<file path="src/cbm_pkg.sv">
package cbm_pkg;

    // Field widths
    localparam int AddrW    = 16;
    localparam int DataW    = 8;
    localparam int MapW     = 21;
    localparam int RomBankW = 7;
    localparam int RamBankW = 2;
    localparam int CfgIdxW  = 2;
    localparam int CfgDataW = 8;

    // Beat widths; the data widths are padded to whole bytes
    localparam int STDataW = 24;
    localparam int MTDataW = 24;
    localparam int MTUserW = 4;

    // Result regions
    typedef enum logic [2:0] {
        REGION_ROM_FIXED = 3'd0,
        REGION_ROM_BANK  = 3'd1,
        REGION_RAM       = 3'd2,
        REGION_RAM_OFF   = 3'd3,
        REGION_MAPPER    = 3'd4,
        REGION_INTERNAL  = 3'd5
    } region_t;

    // Mapper kinds
    localparam logic [1:0] KIND_NONE = 2'd0;
    localparam logic [1:0] KIND_MBC1 = 2'd1;
    localparam logic [1:0] KIND_MBC3 = 2'd2;

    // RAM size codes
    localparam logic [1:0] RAM_2K  = 2'd0;
    localparam logic [1:0] RAM_8K  = 2'd1;
    localparam logic [1:0] RAM_32K = 2'd2;

    // Configuration register indexes
    localparam logic [CfgIdxW-1:0] CFG_MAPPER_KIND   = 2'd0;
    localparam logic [CfgIdxW-1:0] CFG_ROM_BANK_MASK = 2'd1;
    localparam logic [CfgIdxW-1:0] CFG_RAM_SIZE_CODE = 2'd2;

    // Bus access kinds
    localparam logic REQ_READ  = 1'b0;
    localparam logic REQ_WRITE = 1'b1;

    // Address windows, decoded on address bits 15:13
    localparam logic [2:0] WIN_RAM_ENABLE = 3'd0;
    localparam logic [2:0] WIN_ROM_LOW    = 3'd1;
    localparam logic [2:0] WIN_BANK_HIGH  = 3'd2;
    localparam logic [2:0] WIN_MODE       = 3'd3;
    localparam logic [2:0] WIN_CART_RAM   = 3'd5;

    localparam logic [3:0] RAM_ENABLE_KEY = 4'hA;

endpackage

</file>
<file path="src/cartridge_bank_mapper.sv">
// Bank controller for MBC1 / MBC3 style cartridges.
// The result beat is registered and appears in the cycle after its input beat is accepted.
// Throughput: one access per cycle while m_tready is high; the output register
// frees itself in the cycle its beat is taken, so the input stays ready.
// Reset (aresetn low, synchronous): rom_bank 1, ram_bank 0, RAM disabled,
// ROM banking mode, no mapper, mask 1, 8KB RAM; output register empty.
module cartridge_bank_mapper (
    input  logic                          aclk,
    input  logic                          aresetn,
    // configuration write channel
    input  logic                          cfg_valid,
    output logic                          cfg_ready,
    input  logic [cbm_pkg::CfgIdxW-1:0]   cfg_index,
    input  logic [cbm_pkg::CfgDataW-1:0]  cfg_data,
    // input channel
    input  logic                          s_tvalid,
    output logic                          s_tready,
    input  logic [cbm_pkg::STDataW-1:0]   s_tdata,  // [15:0] address, [23:16] write_data
    input  logic                          s_tuser,  // [0] req_type
    // result channel
    output logic                          m_tvalid,
    input  logic                          m_tready,
    output logic [cbm_pkg::MTDataW-1:0]   m_tdata,  // [20:0] mapped_address, [23:21] zero
    output logic [cbm_pkg::MTUserW-1:0]   m_tuser   // [2:0] region, [3] open_bus
);
    import cbm_pkg::*;

    // Configuration registers
    logic [1:0]          mapper_kind_reg;
    logic [RomBankW-1:0] rom_bank_mask_reg;
    logic [1:0]          ram_size_code_reg;

    // Banking state
    logic [RomBankW-1:0] rom_bank_reg,    rom_bank_next;
    logic [RamBankW-1:0] ram_bank_reg,    ram_bank_next;
    logic                ram_enabled_reg, ram_enabled_next;
    logic                rom_mode_reg,    rom_mode_next;

    // Output register
    logic                m_tvalid_reg;
    region_t             region_reg,      region_next;
    logic [MapW-1:0]     mapped_reg,      mapped_next;
    logic                open_bus_reg,    open_bus_next;

    logic                s_fire;
    logic                req_type;
    logic [AddrW-1:0]    address;
    logic [DataW-1:0]    write_data;
    logic [2:0]          window;
    logic                is_mbc1;
    logic                is_mbc3;
    logic [RomBankW-1:0] low_bank;
    logic [RomBankW-1:0] high_bank;
    logic [14:0]         ram_offset;

    assign cfg_ready  = 1'b1;
    assign s_tready   = !m_tvalid_reg || m_tready;
    assign s_fire     = s_tvalid && s_tready;
    assign req_type   = s_tuser;
    assign address    = s_tdata[15:0];
    assign write_data = s_tdata[23:16];
    assign window     = address[15:13];
    assign is_mbc1    = (mapper_kind_reg == KIND_MBC1);
    assign is_mbc3    = (mapper_kind_reg == KIND_MBC3);

    // Take configuration writes; unknown indexes are dropped
    always_ff @(posedge aclk) begin
        if (!aresetn) begin
            mapper_kind_reg   <= KIND_NONE;
            rom_bank_mask_reg <= RomBankW'(1);
            ram_size_code_reg <= RAM_8K;
        end else if (cfg_valid && cfg_ready) begin
            case (cfg_index)
                CFG_MAPPER_KIND:   mapper_kind_reg   <= cfg_data[1:0];
                CFG_ROM_BANK_MASK: rom_bank_mask_reg <= cfg_data[RomBankW-1:0];
                CFG_RAM_SIZE_CODE: ram_size_code_reg <= cfg_data[1:0];
                default: ;
            endcase
        end
    end

    // Candidate bank values for the low and high bank writes
    always_comb begin
        if (is_mbc1) begin
            low_bank = (rom_bank_reg & 7'h60) | (write_data[RomBankW-1:0] & rom_bank_mask_reg);
            if (write_data == '0) begin
                low_bank = RomBankW'(1);
            end
        end else begin
            low_bank = write_data[RomBankW-1:0];
            if (low_bank == '0) begin
                low_bank = RomBankW'(1);
            end
        end
        high_bank = {write_data[1:0], rom_bank_reg[4:0]};
        if (high_bank == '0) begin
            high_bank = RomBankW'(1);
        end
    end

    // Update the banking registers on a register write
    always_comb begin
        rom_bank_next    = rom_bank_reg;
        ram_bank_next    = ram_bank_reg;
        ram_enabled_next = ram_enabled_reg;
        rom_mode_next    = rom_mode_reg;
        if (s_fire && req_type == REQ_WRITE && !address[15] && (is_mbc1 || is_mbc3)) begin
            case (window)
                WIN_RAM_ENABLE: ram_enabled_next = (write_data[3:0] == RAM_ENABLE_KEY);
                WIN_ROM_LOW:    rom_bank_next    = low_bank;
                WIN_BANK_HIGH: begin
                    if (rom_mode_reg) begin
                        if (is_mbc1) begin
                            rom_bank_next = high_bank;
                        end
                    end else begin
                        ram_bank_next = write_data[RamBankW-1:0];
                    end
                end
                WIN_MODE: begin
                    rom_mode_next = !write_data[0];
                    if (!write_data[0]) begin
                        ram_bank_next = '0;
                    end
                end
                default: ;
            endcase
        end
    end

    // RAM byte offset by cartridge RAM size and banking mode
    always_comb begin
        case (ram_size_code_reg)
            RAM_2K:  ram_offset = {4'b0, address[10:0]};
            RAM_32K: ram_offset = rom_mode_reg ? {2'b0, address[12:0]}
                                               : {ram_bank_reg, address[12:0]};
            default: ram_offset = {2'b0, address[12:0]};
        endcase
    end

    // Classify the access and form the mapped address
    always_comb begin
        mapped_next   = {5'b0, address};
        open_bus_next = 1'b0;
        if (!address[15] && req_type == REQ_WRITE) begin
            region_next = REGION_MAPPER;
        end else if (address[15:14] == 2'b00) begin
            region_next = REGION_ROM_FIXED;
        end else if (address[15:14] == 2'b01) begin
            region_next = REGION_ROM_BANK;
            mapped_next = {rom_bank_reg, address[13:0]};
        end else if (window == WIN_CART_RAM) begin
            if (ram_enabled_reg) begin
                region_next = REGION_RAM;
                mapped_next = {6'b0, ram_offset};
            end else begin
                region_next   = REGION_RAM_OFF;
                open_bus_next = (req_type == REQ_READ);
            end
        end else begin
            region_next = REGION_INTERNAL;
        end
    end

    // Hold the banking state
    always_ff @(posedge aclk) begin
        if (!aresetn) begin
            rom_bank_reg    <= RomBankW'(1);
            ram_bank_reg    <= '0;
            ram_enabled_reg <= 1'b0;
            rom_mode_reg    <= 1'b1;
        end else begin
            rom_bank_reg    <= rom_bank_next;
            ram_bank_reg    <= ram_bank_next;
            ram_enabled_reg <= ram_enabled_next;
            rom_mode_reg    <= rom_mode_next;
        end
    end

    // Advance the output register
    always_ff @(posedge aclk) begin
        if (!aresetn) begin
            m_tvalid_reg <= 1'b0;
        end else if (s_tready) begin
            m_tvalid_reg <= s_tvalid;
        end
    end

    always_ff @(posedge aclk) begin
        if (s_fire) begin
            region_reg   <= region_next;
            mapped_reg   <= mapped_next;
            open_bus_reg <= open_bus_next;
        end
    end

    assign m_tvalid = m_tvalid_reg;
    assign m_tdata  = {(MTDataW - MapW)'(0), mapped_reg};
    assign m_tuser  = {open_bus_reg, region_reg};

    // Open bus only ever marks a disabled RAM window
    a_open_bus_region: assert property (@(posedge aclk) disable iff (!aresetn)
        m_tvalid && m_tuser[3] |-> m_tuser[2:0] == REGION_RAM_OFF)
        else $error("open bus outside disabled RAM");

    // A RAM bank is only held in RAM banking mode
    a_ram_bank_mode: assert property (@(posedge aclk) disable iff (!aresetn)
        ram_bank_reg != '0 |-> !rom_mode_reg)
        else $error("RAM bank set in ROM mode");

    // A banked ROM read maps through the bank held when it was taken
    a_rom_bank_map: assert property (@(posedge aclk) disable iff (!aresetn)
        s_fire && req_type == REQ_READ && address[15:14] == 2'b01
        |=> m_tvalid && m_tdata[MapW-1:14] == $past(rom_bank_reg))
        else $error("banked ROM address mismatch");

    // Banking state moves only on an accepted beat
    a_state_quiet: assert property (@(posedge aclk) disable iff (!aresetn)
        !s_fire |=> $stable(rom_bank_reg) && $stable(ram_bank_reg)
                    && $stable(ram_enabled_reg) && $stable(rom_mode_reg))
        else $error("banking state changed without a beat");

endmodule
</file>
<file path="config.mk">
export PLATFORM = sky130hd
export DESIGN_NAME = cartridge_bank_mapper
export DESIGN_NICKNAME = d
export VERILOG_FILES = /design/src/cbm_pkg.sv /design/src/cartridge_bank_mapper.sv
export SDC_FILE = /design/constraint.sdc
export NUM_CORES = 1
export LEC_CHECK = 0
export ABC_AREA = 1
export BUFFER_PORTS_ARGS = -buffer_cell sky130_fd_sc_hd__buf_2
export CORE_ASPECT_RATIO = 1.1
export CORE_MARGIN = 2
export CORE_UTILIZATION = 45
export DETAILED_ROUTE_END_ITERATION = 8
export PLACE_DENSITY = 0.83
export SYNTH_ARGS = -nofsm -noshare
export SYNTH_HDL_FRONTEND = slang
export SYNTH_SLANG_ARGS = --single-unit
</file>
<file path="constraint.sdc">
create_clock -name aclk -period 2.5 [get_ports aclk]
set_input_delay 0.125 -clock aclk [delete_from_list [all_inputs] [get_ports aclk]]
set_output_delay 0.125 -clock aclk [all_outputs]
set_load 0.03 [all_outputs]
</file>
==> impl_metrics.yaml, run 1 <==
power_and_ir_drop:
  powerDensity_mw_per_mm2: 592
  clock_power_share_pct: 33.3
  p_sw_share_pct: 25.4
  comb_power_share_pct: 14.0
  p_int_mw: 1.23
  irDropWorstVdd_v: 0.000261
  switching_power_mw: 0.421
  leakage_nw: 1.22
  power_frac_seq_pct: 52.7
synthesis:
  ys_seq_elements: 48
  synth.avg_cell_area_um2: 8.84
  synth_seq_area_share_pct: 54.4
  synth_top_cell_by_area: "edfxtp_1"
  netlist.area_leader.share_pct: 33.7
  ys_top_cells_by_area: "edfxtp_1 34%, dfxtp_1 21%, nand2_1 8.8%, a21oi_1 5.6%, inv_1 5.6%"
  synth.distinct_cells: 32
  synth_area_mm2: 0.00223
  synth_warnings: 0
  syn_inst: 252
cts:
  cts_buffers: 5
  clk_path_buf_depth: 2
  cts_tree: "yes"
  post_cts_buffers: 0
  numClockSinks: 48
  htreeDepth: 2
  cts.repair.resized: 0
  ctsRootBufferMaster: "clkbuf_8"
  insertion_delay_ps: 310
  clk_pin_slew_worst_paths_ps: 90
die:
  fp-row-count: 26
  die_h_um: 77.8
  dieArea_mm2: 0.00553
  ios: 71
  initial_utilization_pct: 47.2
  core_mm2: 0.00472
  fp.dieW_um: 71.1
timing:
  finalHoldViolCount: 0
  setup_viol: 0
  rsz0062_at_grt: "no"
  maxSlewViolCount: 0
  period_minus_slack_ps: 1450
  max_freq_ghz: 0.692
  hold_ws_ps: 0.559
  clock_skew_ps: 10.6
  timing.final.crit_share_pct: 57.8
  tns_ps: 0
global_route:
  grtUsageTotal_pct: 17.0
  grt_start_max_net_pins: 16
  grt_pass1_vias: 1862
  grt_pass1_wl_mm: 7.60
  antenna_found_initial: 0
  grt_overflow_total: 0
final_layout:
  final_common_cell: "buf_2"
  n_antenna_cell: 0
  area_delta_synth_final_pct: 25.5
  design_area_mm2: 0.00280
  final_layout_size_suffix_gt1_share_pct: 30.3
  largest_reg_flops: 21
  fin_nets: 370
  final_cell_mix: "65 x buf_2, 52 x nand2_1, 33 x inv_1, 25 x edfxtp_1, 24 x a21oi_1"
worst_hold_path:
  hold_class: "input pin to register"
detailed_routing:
  drtIter0Drc: 90
  first_pass_iters: 4
  wl_per_cell_um: 12.0
  drt.antenna.violating_nets: 0
  via_per_inst: 4.99
  post-route-drc-count: 0
  wirelength_mm: 4.62
  vias: 1925
setup_path:
  criticalPathCategory: "register to register"
  start_kind: "register"
  worstPathCellList: "inv_1 > ha_1 > inv_1 > o21ai_0 > nor2_1 > nand4_1 > a21oi_1"
  cp.buffers_inverters: 2
  critPathArrivalTime_ps: 1680
  setup.worst_path.end_class: "register"
  path_max_fanout: 9
  cp_common_cell: "inv_1"
  crit_family: "compound AO/OA/AOI/OAI gates"
  critPathSlowestCell: "dfxtp_1"
  required_ps: 2740
  max_stage_delay_ps: 310
job:
  max_cap_viol_count: 0
place:
  dpl_cell_area_mm2: 0.00260
  place_hpwl_mm: 3.51
  io_buffers: 65
  gp_congestion: 0.855
run_status:
  outcome: "completed"
layer usage:
metal,up-vias,global-route usage [%],routed length [um]
met5,-,0,0
met4,0,6.79,95
met3,12,3.51,334
met2,69,31.6,2250
met1,872,18.5,1950
li1,972,-,-
final cells by class:
type                            instances  area (um^2)
Clock buffer                            5         68.8
Fill cell                             409         1920
Timing Repair Buffer                   75          420
Clock inverter                          3         42.5
Tap cell                               56         70.1
Inverter                               39          150
Multi-Input combinational cell        160          832
Sequential cell                        48         1210
through the flow:
stage / setup WS [ps] / utilization [%] / cells / total power, mW
final: 1050 / 59.3 / 386 / 1.66
after global routing: 955 / 59.3 / 386 / 1.71
after CTS: 1060 / 58.8 / 384 / 1.66
after detailed placement: 1080 / 55.2 / 370 / 1.11
after global placement: 1090 / 55.2 / 370 / 1.11
after floorplan: 477 / - / 254 / 1.04
path summary, 6_finish.rpt:
check	from	slack, ps	endpoint	cells after the start
min	s_tdata[8]	0.6	mapped_reg[8]	1
min reg2reg	mapper_kind_reg[1]	460	mapper_kind_reg[1]	2
max reg2reg	mapper_kind_reg[1]	1050	rom_bank_reg[1]	7
max	mapper_kind_reg[1]	1050	rom_bank_reg[1]	7
worst reg2reg max path: stages, from the launching register on:
cell and delay [ps]:
dfxtp_1 310, inv_1 50, ha_1 220, inv_1 240, o21ai_0 170, nor2_1 140, nand4_1 100, a21oi_1 150
Yosys cell counts, drive strengths merged:
library cell  number
nand2             58
inv               36
nor2              29
a21oi             26
edfxtp            25
dfxtp             23
o21ai             15
nand3             13
buf                5
nand4              5
nor3               4
clkinv             3
clkbuf             2
conb               2
a31o               1
ha                 1
nor4               1
o211ai             1
o221ai             1
o311ai             1
power groups by stage:
| stage | clock, mW | combinational [mW] | sequential, mW |
|---|---|---|---|
| after CTS | 0.559 | 0.228 | 0.873 |
| after floorplan | 0 | 0.0963 | 0.940 |
| after global routing | 0.581 | 0.251 | 0.876 |
| final | 0.551 | 0.231 | 0.873 |
| after detailed placement | 0 | 0.220 | 0.891 |
| after global placement | 0 | 0.216 | 0.890 |
cell families (layout without fill, tap and decap cells):
kind of cell             count (synthesis)  after routing  share of synthesized area [%]
buffers and inverters                   46            122                           8.76
AO/OA/AOI/OAI                           45             45                           11.1
other                                    2              4                          0.337
AND/OR/NAND/NOR                        110            110                           24.8
adder cells (fa/ha/maj)                  1              1                          0.562
flip-flops                              48             48                           54.4
repair_timing:
action | CTS | global route
hold buffers | 6 | 2
endpoints found under the hold margin | 6 | 2
endpoints found under the setup margin | 0 | 0
(Power assumes the default switching activity.)
==> run 2, diff against run 1 <==
Clock period 2.5 ns to 1.15 ns, I/O delays scaled along.
==> impl_metrics.yaml, run 2 (synthesis results as in run 1) <==
global_route:
  use_met1_pct: 21.3
  grt.met2_usage_pct: 31.5
  grtUsageTotal_pct: 18.5
  grt_use_met3_pct: 5.06
  grt_pass1_wl_mm: 8.00
  antenna_found_initial: 0
  grt_pass1_vias: 1843
  grt_overflow_total: 0
  grt_start_max_net_pins: 16
  top_usage_layer: "met2"
worst_hold_path:
  min-delay-start: "cfg_data[2]"
  hold_class: "input pin to register"
setup_path:
  critPathArrivalTime_ps: 1500
  startpoint: "mapper_kind_reg[0]"
  required_ps: 1330
  cp.buffers_inverters: 0
  regToRegStartpoint: "mapper_kind_reg[0]"
  criticalPathCategory: "register to register"
  worstPathCellList: "ha_4 > nor2_4 > nand2_4 > nor2_8 > nand3_4 > nand2_1 > a21oi_1"
  critPathSlowestCell: "dfxtp_2"
  setup.worst_path.end_class: "register"
  crit_family: "simple AND/OR/NAND/NOR gates"
  start_kind: "register"
  max_stage_delay_ps: 350
  path_max_fanout: 6
die:
  ios: 71
  core_mm2: 0.00472
  initial_utilization_pct: 47.2
  die_h_um: 77.8
  fp.dieW_um: 71.1
  fp-row-count: 26
  dieArea_mm2: 0.00553
detailed_routing:
  wirelength_mm: 4.95
  via_per_inst: 4.87
  drt.antenna.violating_nets: 0
  wl_per_cell_um: 12.3
  first_pass_iters: 4
  post-route-drc-count: 0
  drtIter0Drc: 148
  vias: 1962
final_layout:
  layout.cells.non_filler: 403
  area_delta_synth_final_pct: 34.4
  post-route-util_pct: 63.4
  final_common_cell: "buf_2"
  n_antenna_cell: 0
  design_area_mm2: 0.00299
  largest_reg_flops: 21
  final_layout_size_suffix_gt1_share_pct: 35.4
  fillers: 386
  final_cell_mix: "64 x buf_2, 50 x nand2_1, 31 x inv_1, 25 x edfxtp_1"
  fin_nets: 387
cts:
  htreeDepth: 2
  insertion_delay_ps: 310
  cts_buffers: 5
  ctsRootBufferMaster: "clkbuf_8"
  clk_pin_slew_worst_paths_ps: 80
  numClockSinks: 48
  clk_path_buf_depth: 2
  cts_tree: "yes"
power_and_ir_drop:
  powerDensity_mw_per_mm2: 1150
  irDropWorstVdd_v: 0.000487
  leakage_nw: 1.30
timing:
  maxSlewViolCount: 0
  setup_viol: 11
  max_freq_ghz: 0.758
  timing.final.crit_share_pct: 115
  setup_ws_ps: -169
  clock_skew_ps: 8.55
  hold_ws_ps: 4.87
  finalHoldViolCount: 0
  tns_ps: -1530
  period_minus_slack_ps: 1320
  rsz0062_at_grt: "yes"
place:
  gp_congestion: 0.910
  dpl_cell_area_mm2: 0.00267
  dp.cells: 377
  io_buffers: 65
  place_hpwl_mm: 3.65
run_status:
  outcome: "complete, but fails checks"
  violations: "negative setup slack"
job:
  max_cap_viol_count: 0
run 2: repair_timing:
item,CTS,global route
hold buffers,15,0
setup endpoints to repair,11,16
buffers inserted,2,0
resized for setup,8,11
endpoints found under the hold margin,15,0
gates cloned,0,1
pin swaps,6,3
run 2: area by class of cell:
| cell class | count | area (um^2) | share of cell area, % |
|---|---|---|---|
| repair buffers | 91 | 561 | 18.7 |
| clock buffers | 5 | 68.8 | 2.30 |
| flip-flops and latches | 48 | 1220 | 40.7 |
| repair inverters | 1 | 5.00 | 0.167 |
| clock inverters | 3 | 18.8 | 0.627 |
| multi-input cells | 160 | 898 | 30.0 |
| well taps | 56 | 70.1 | 2.34 |
| inverters | 39 | 154 | 5.14 |
run 2: final timing paths:
path	to	slack (ps)	cells past startpoint
worst max-delay path	rom_bank_reg[2]	-170	7
worst max register to register	rom_bank_reg[2]	-170	7
worst min-delay path	rom_bank_mask_reg[2]	5	3
worst min register to register	rom_bank_reg[1]	460	2
run 2: through the flow:
| stage | setup slack, ps | power [mW] |
|---|---|---|
| 2_1_floorplan | -425 | 2.26 |
| 3_3_place_gp | -267 | 2.43 |
| 3_5_place_dp | -302 | 2.44 |
| 4_1_cts | -178 | 3.47 |
| 5_1_grt | -233 | 3.60 |
| 6_report | -169 | 3.46 |
run 2: layer usage:
layer | share of wire (%) | vias up
li1 | - | 1008
met1 | 42 | 865
met2 | 48 | 79
met3 | 7.0 | 10
met4 | 2.4 | 0
met5 | 0 | -
run 2: worst register-to-register path: stages, from the launching register on:
cell     delay [ps]
dfxtp_2         350
ha_4            250
nor2_4          100
nand2_4          80
nor2_8          150
nand3_4         120
nand2_1          90
a21oi_1          60
run 2: power breakdown:
group,leakage (nW),internal (mW),total (mW),switching (mW)
Clock,0.0479,0.424,0.986,0.562
Combinational,0.816,0.206,0.570,0.364
Sequential,0.433,1.88,1.90,0.0235
==> run 3, diff against run 2 <==
Settings changed: CORE_UTILIZATION 45 to 50, PLACE_DENSITY 0.83 to 0.87.
Clock period 1.15 ns to 1.6 ns, I/O delays scaled along.
==> impl_metrics.yaml, run 3 (synthesis results as in run 1) <==
run_status:
  outcome: "completed"
die:
  fp-row-count: 25
  fp.dieW_um: 67.6
  initial_utilization_pct: 52.0
  dieArea_mm2: 0.00500
  ios: 71
  core_mm2: 0.00429
  die_h_um: 74.0
cts:
  insertion_delay_ps: 300
  cts_tree: "yes"
  htreeDepth: 2
  clk_path_buf_depth: 2
  cts_buffers: 5
  cts_hold_buffers: 11
  post_cts_buffers: 0
  cts.repair.resized: 0
  numClockSinks: 48
  ctsRootBufferMaster: "clkbuf_8"
  clk_pin_slew_worst_paths_ps: 80
place:
  gp_congestion: 0.894
  place_hpwl_mm: 3.48
  io_buffers: 65
  pre_cts_ws_ps: 160
  dpl_cell_area_mm2: 0.00262
detailed_routing:
  post-route-drc-count: 0
  drt.antenna.violating_nets: 0
  wirelength_mm: 4.52
  first_pass_iters: 4
  wl_per_cell_um: 11.7
  via_per_inst: 4.83
  drtIter0Drc: 172
  vias: 1869
timing:
  timing.final.crit_share_pct: 91.3
  tns_ps: 0
  finalHoldViolCount: 0
  rsz0062_at_grt: "no"
  max_freq_ghz: 0.685
  clock_skew_ps: 8.28
  maxSlewViolCount: 0
  setup_viol: 0
  hold_ws_ps: 13.7
  setup_ws_ps: 139
  period_minus_slack_ps: 1460
setup_path:
  reg2reg_depth: 8
  worstPathCellList: "inv_1 > ha_1 > nor2_2 > nand2_4 > nor2_8 > nand3_4 > nand2_1 > a21oi_1"
  regToRegStartpoint: "mapper_kind_reg[1]"
  setup.worst_path.end_class: "register"
  critPathArrivalTime_ps: 1630
  required_ps: 1770
  path_max_fanout: 6
  start_kind: "register"
  criticalPathCategory: "register to register"
  reg2reg_to: "rom_bank_reg[3]"
  critPathSlowestCell: "ha_1"
  max_stage_delay_ps: 320
  rrSetupSlack_ps: 140
final_layout:
  n_antenna_cell: 0
  fin_nets: 373
  design_area_mm2: 0.00286
  multi_input_area_um2: 845
  final_common_cell: "buf_2"
  area_delta_synth_final_pct: 28.3
  final_layout_size_suffix_gt1_share_pct: 30.0
  regArea_mm2: 0.00121
  final_cell_mix: "65 x buf_2, 52 x nand2_1, 33 x inv_1, 25 x edfxtp_1, 24 x a21oi_1"
  largest_reg_flops: 21
  fillers: 347
job:
  max_cap_viol_count: 0
power_and_ir_drop:
  leakage_nw: 1.25
  power_mw: 2.74
  clock_power_share_pct: 36.7
  switching_power_mw: 0.640
  p_sw_share_pct: 23.4
  comb_power_share_pct: 13.4
  powerDensity_mw_per_mm2: 957
  p_int_mw: 2.10
  irDropWorstVdd_v: 0.000416
  power_frac_seq_pct: 49.9
global_route:
  grt_overflow_total: 0
  grt_pass1_vias: 1716
  grt_start_max_net_pins: 16
  antenna_found_initial: 0
  grt_pass1_wl_mm: 7.26
  grtUsageTotal_pct: 19.7
worst_hold_path:
  min-delay-start: "cfg_data[0]"
  whs_path_depth: 3
  whs_endpoint: "rom_bank_mask_reg[0]"
  hold_class: "input pin to register"
-- run 3: how the worst max path moves through the flow --
stage | from | to | slack, ps | cells after the start
6_report | mapper_kind_reg[1] | rom_bank_reg[3] | 140 | 8
4_1_cts | mapper_kind_reg[1] | rom_bank_reg[2] | 120 | 8
2_1_floorplan | m_tvalid | rom_bank_reg[0] | 10 | 6
3_3_place_gp | mapper_kind_reg[1] | rom_bank_reg[3] | 190 | 8
3_5_place_dp | mapper_kind_reg[1] | rom_bank_reg[2] | 160 | 8
5_1_grt | mapper_kind_reg[1] | ram_enabled_reg | 2 | 8
-- run 3: power by group through the flow --
stage	combinational (mW)	sequential (mW)	clock, mW
floorplan	0.154	1.47	0
global placement	0.339	1.39	0
detailed placement	0.346	1.39	0
CTS	0.370	1.36	1.03
global route	0.402	1.37	1.08
finish	0.368	1.36	1.00
-- run 3: area by class of cell --
cell class / count / area share (%)
clock buffers: 6 / 2.54
repair buffers: 78 / 15.8
clock inverters: 2 / 2.10
flip-flops and latches: 48 / 42.4
inverters: 39 / 5.25
well taps: 54 / 2.36
multi-input cells: 160 / 29.6
-- run 3: per-layer routing --
layer / vias to the layer above / global-route usage [%] / wire length, um
met5: - / 0 / 0
met4: 0 / 8.62 / 93
met3: 12 / 5.90 / 354
met2: 70 / 34.2 / 2170
met1: 810 / 22.2 / 1900
li1: 977 / - / -
-- run 3: critical path, delay by kind of cell, from the launching register on --
| family | cells | cell delay [ps] |
|---|---|---|
| compound gates | 1 | 50 |
| fa+ha+maj | 1 | 320 |
| buf+inv | 1 | 50 |
| flops | 1 | 310 |
| simple gates | 5 | 600 |
-- run 3: metrics by stage --
stage,utilization [%],std cells
global placement,61.0,368
global route,66.7,387
detailed placement,61.0,368
finish,66.7,387
floorplan,-,254
CTS,66.7,387
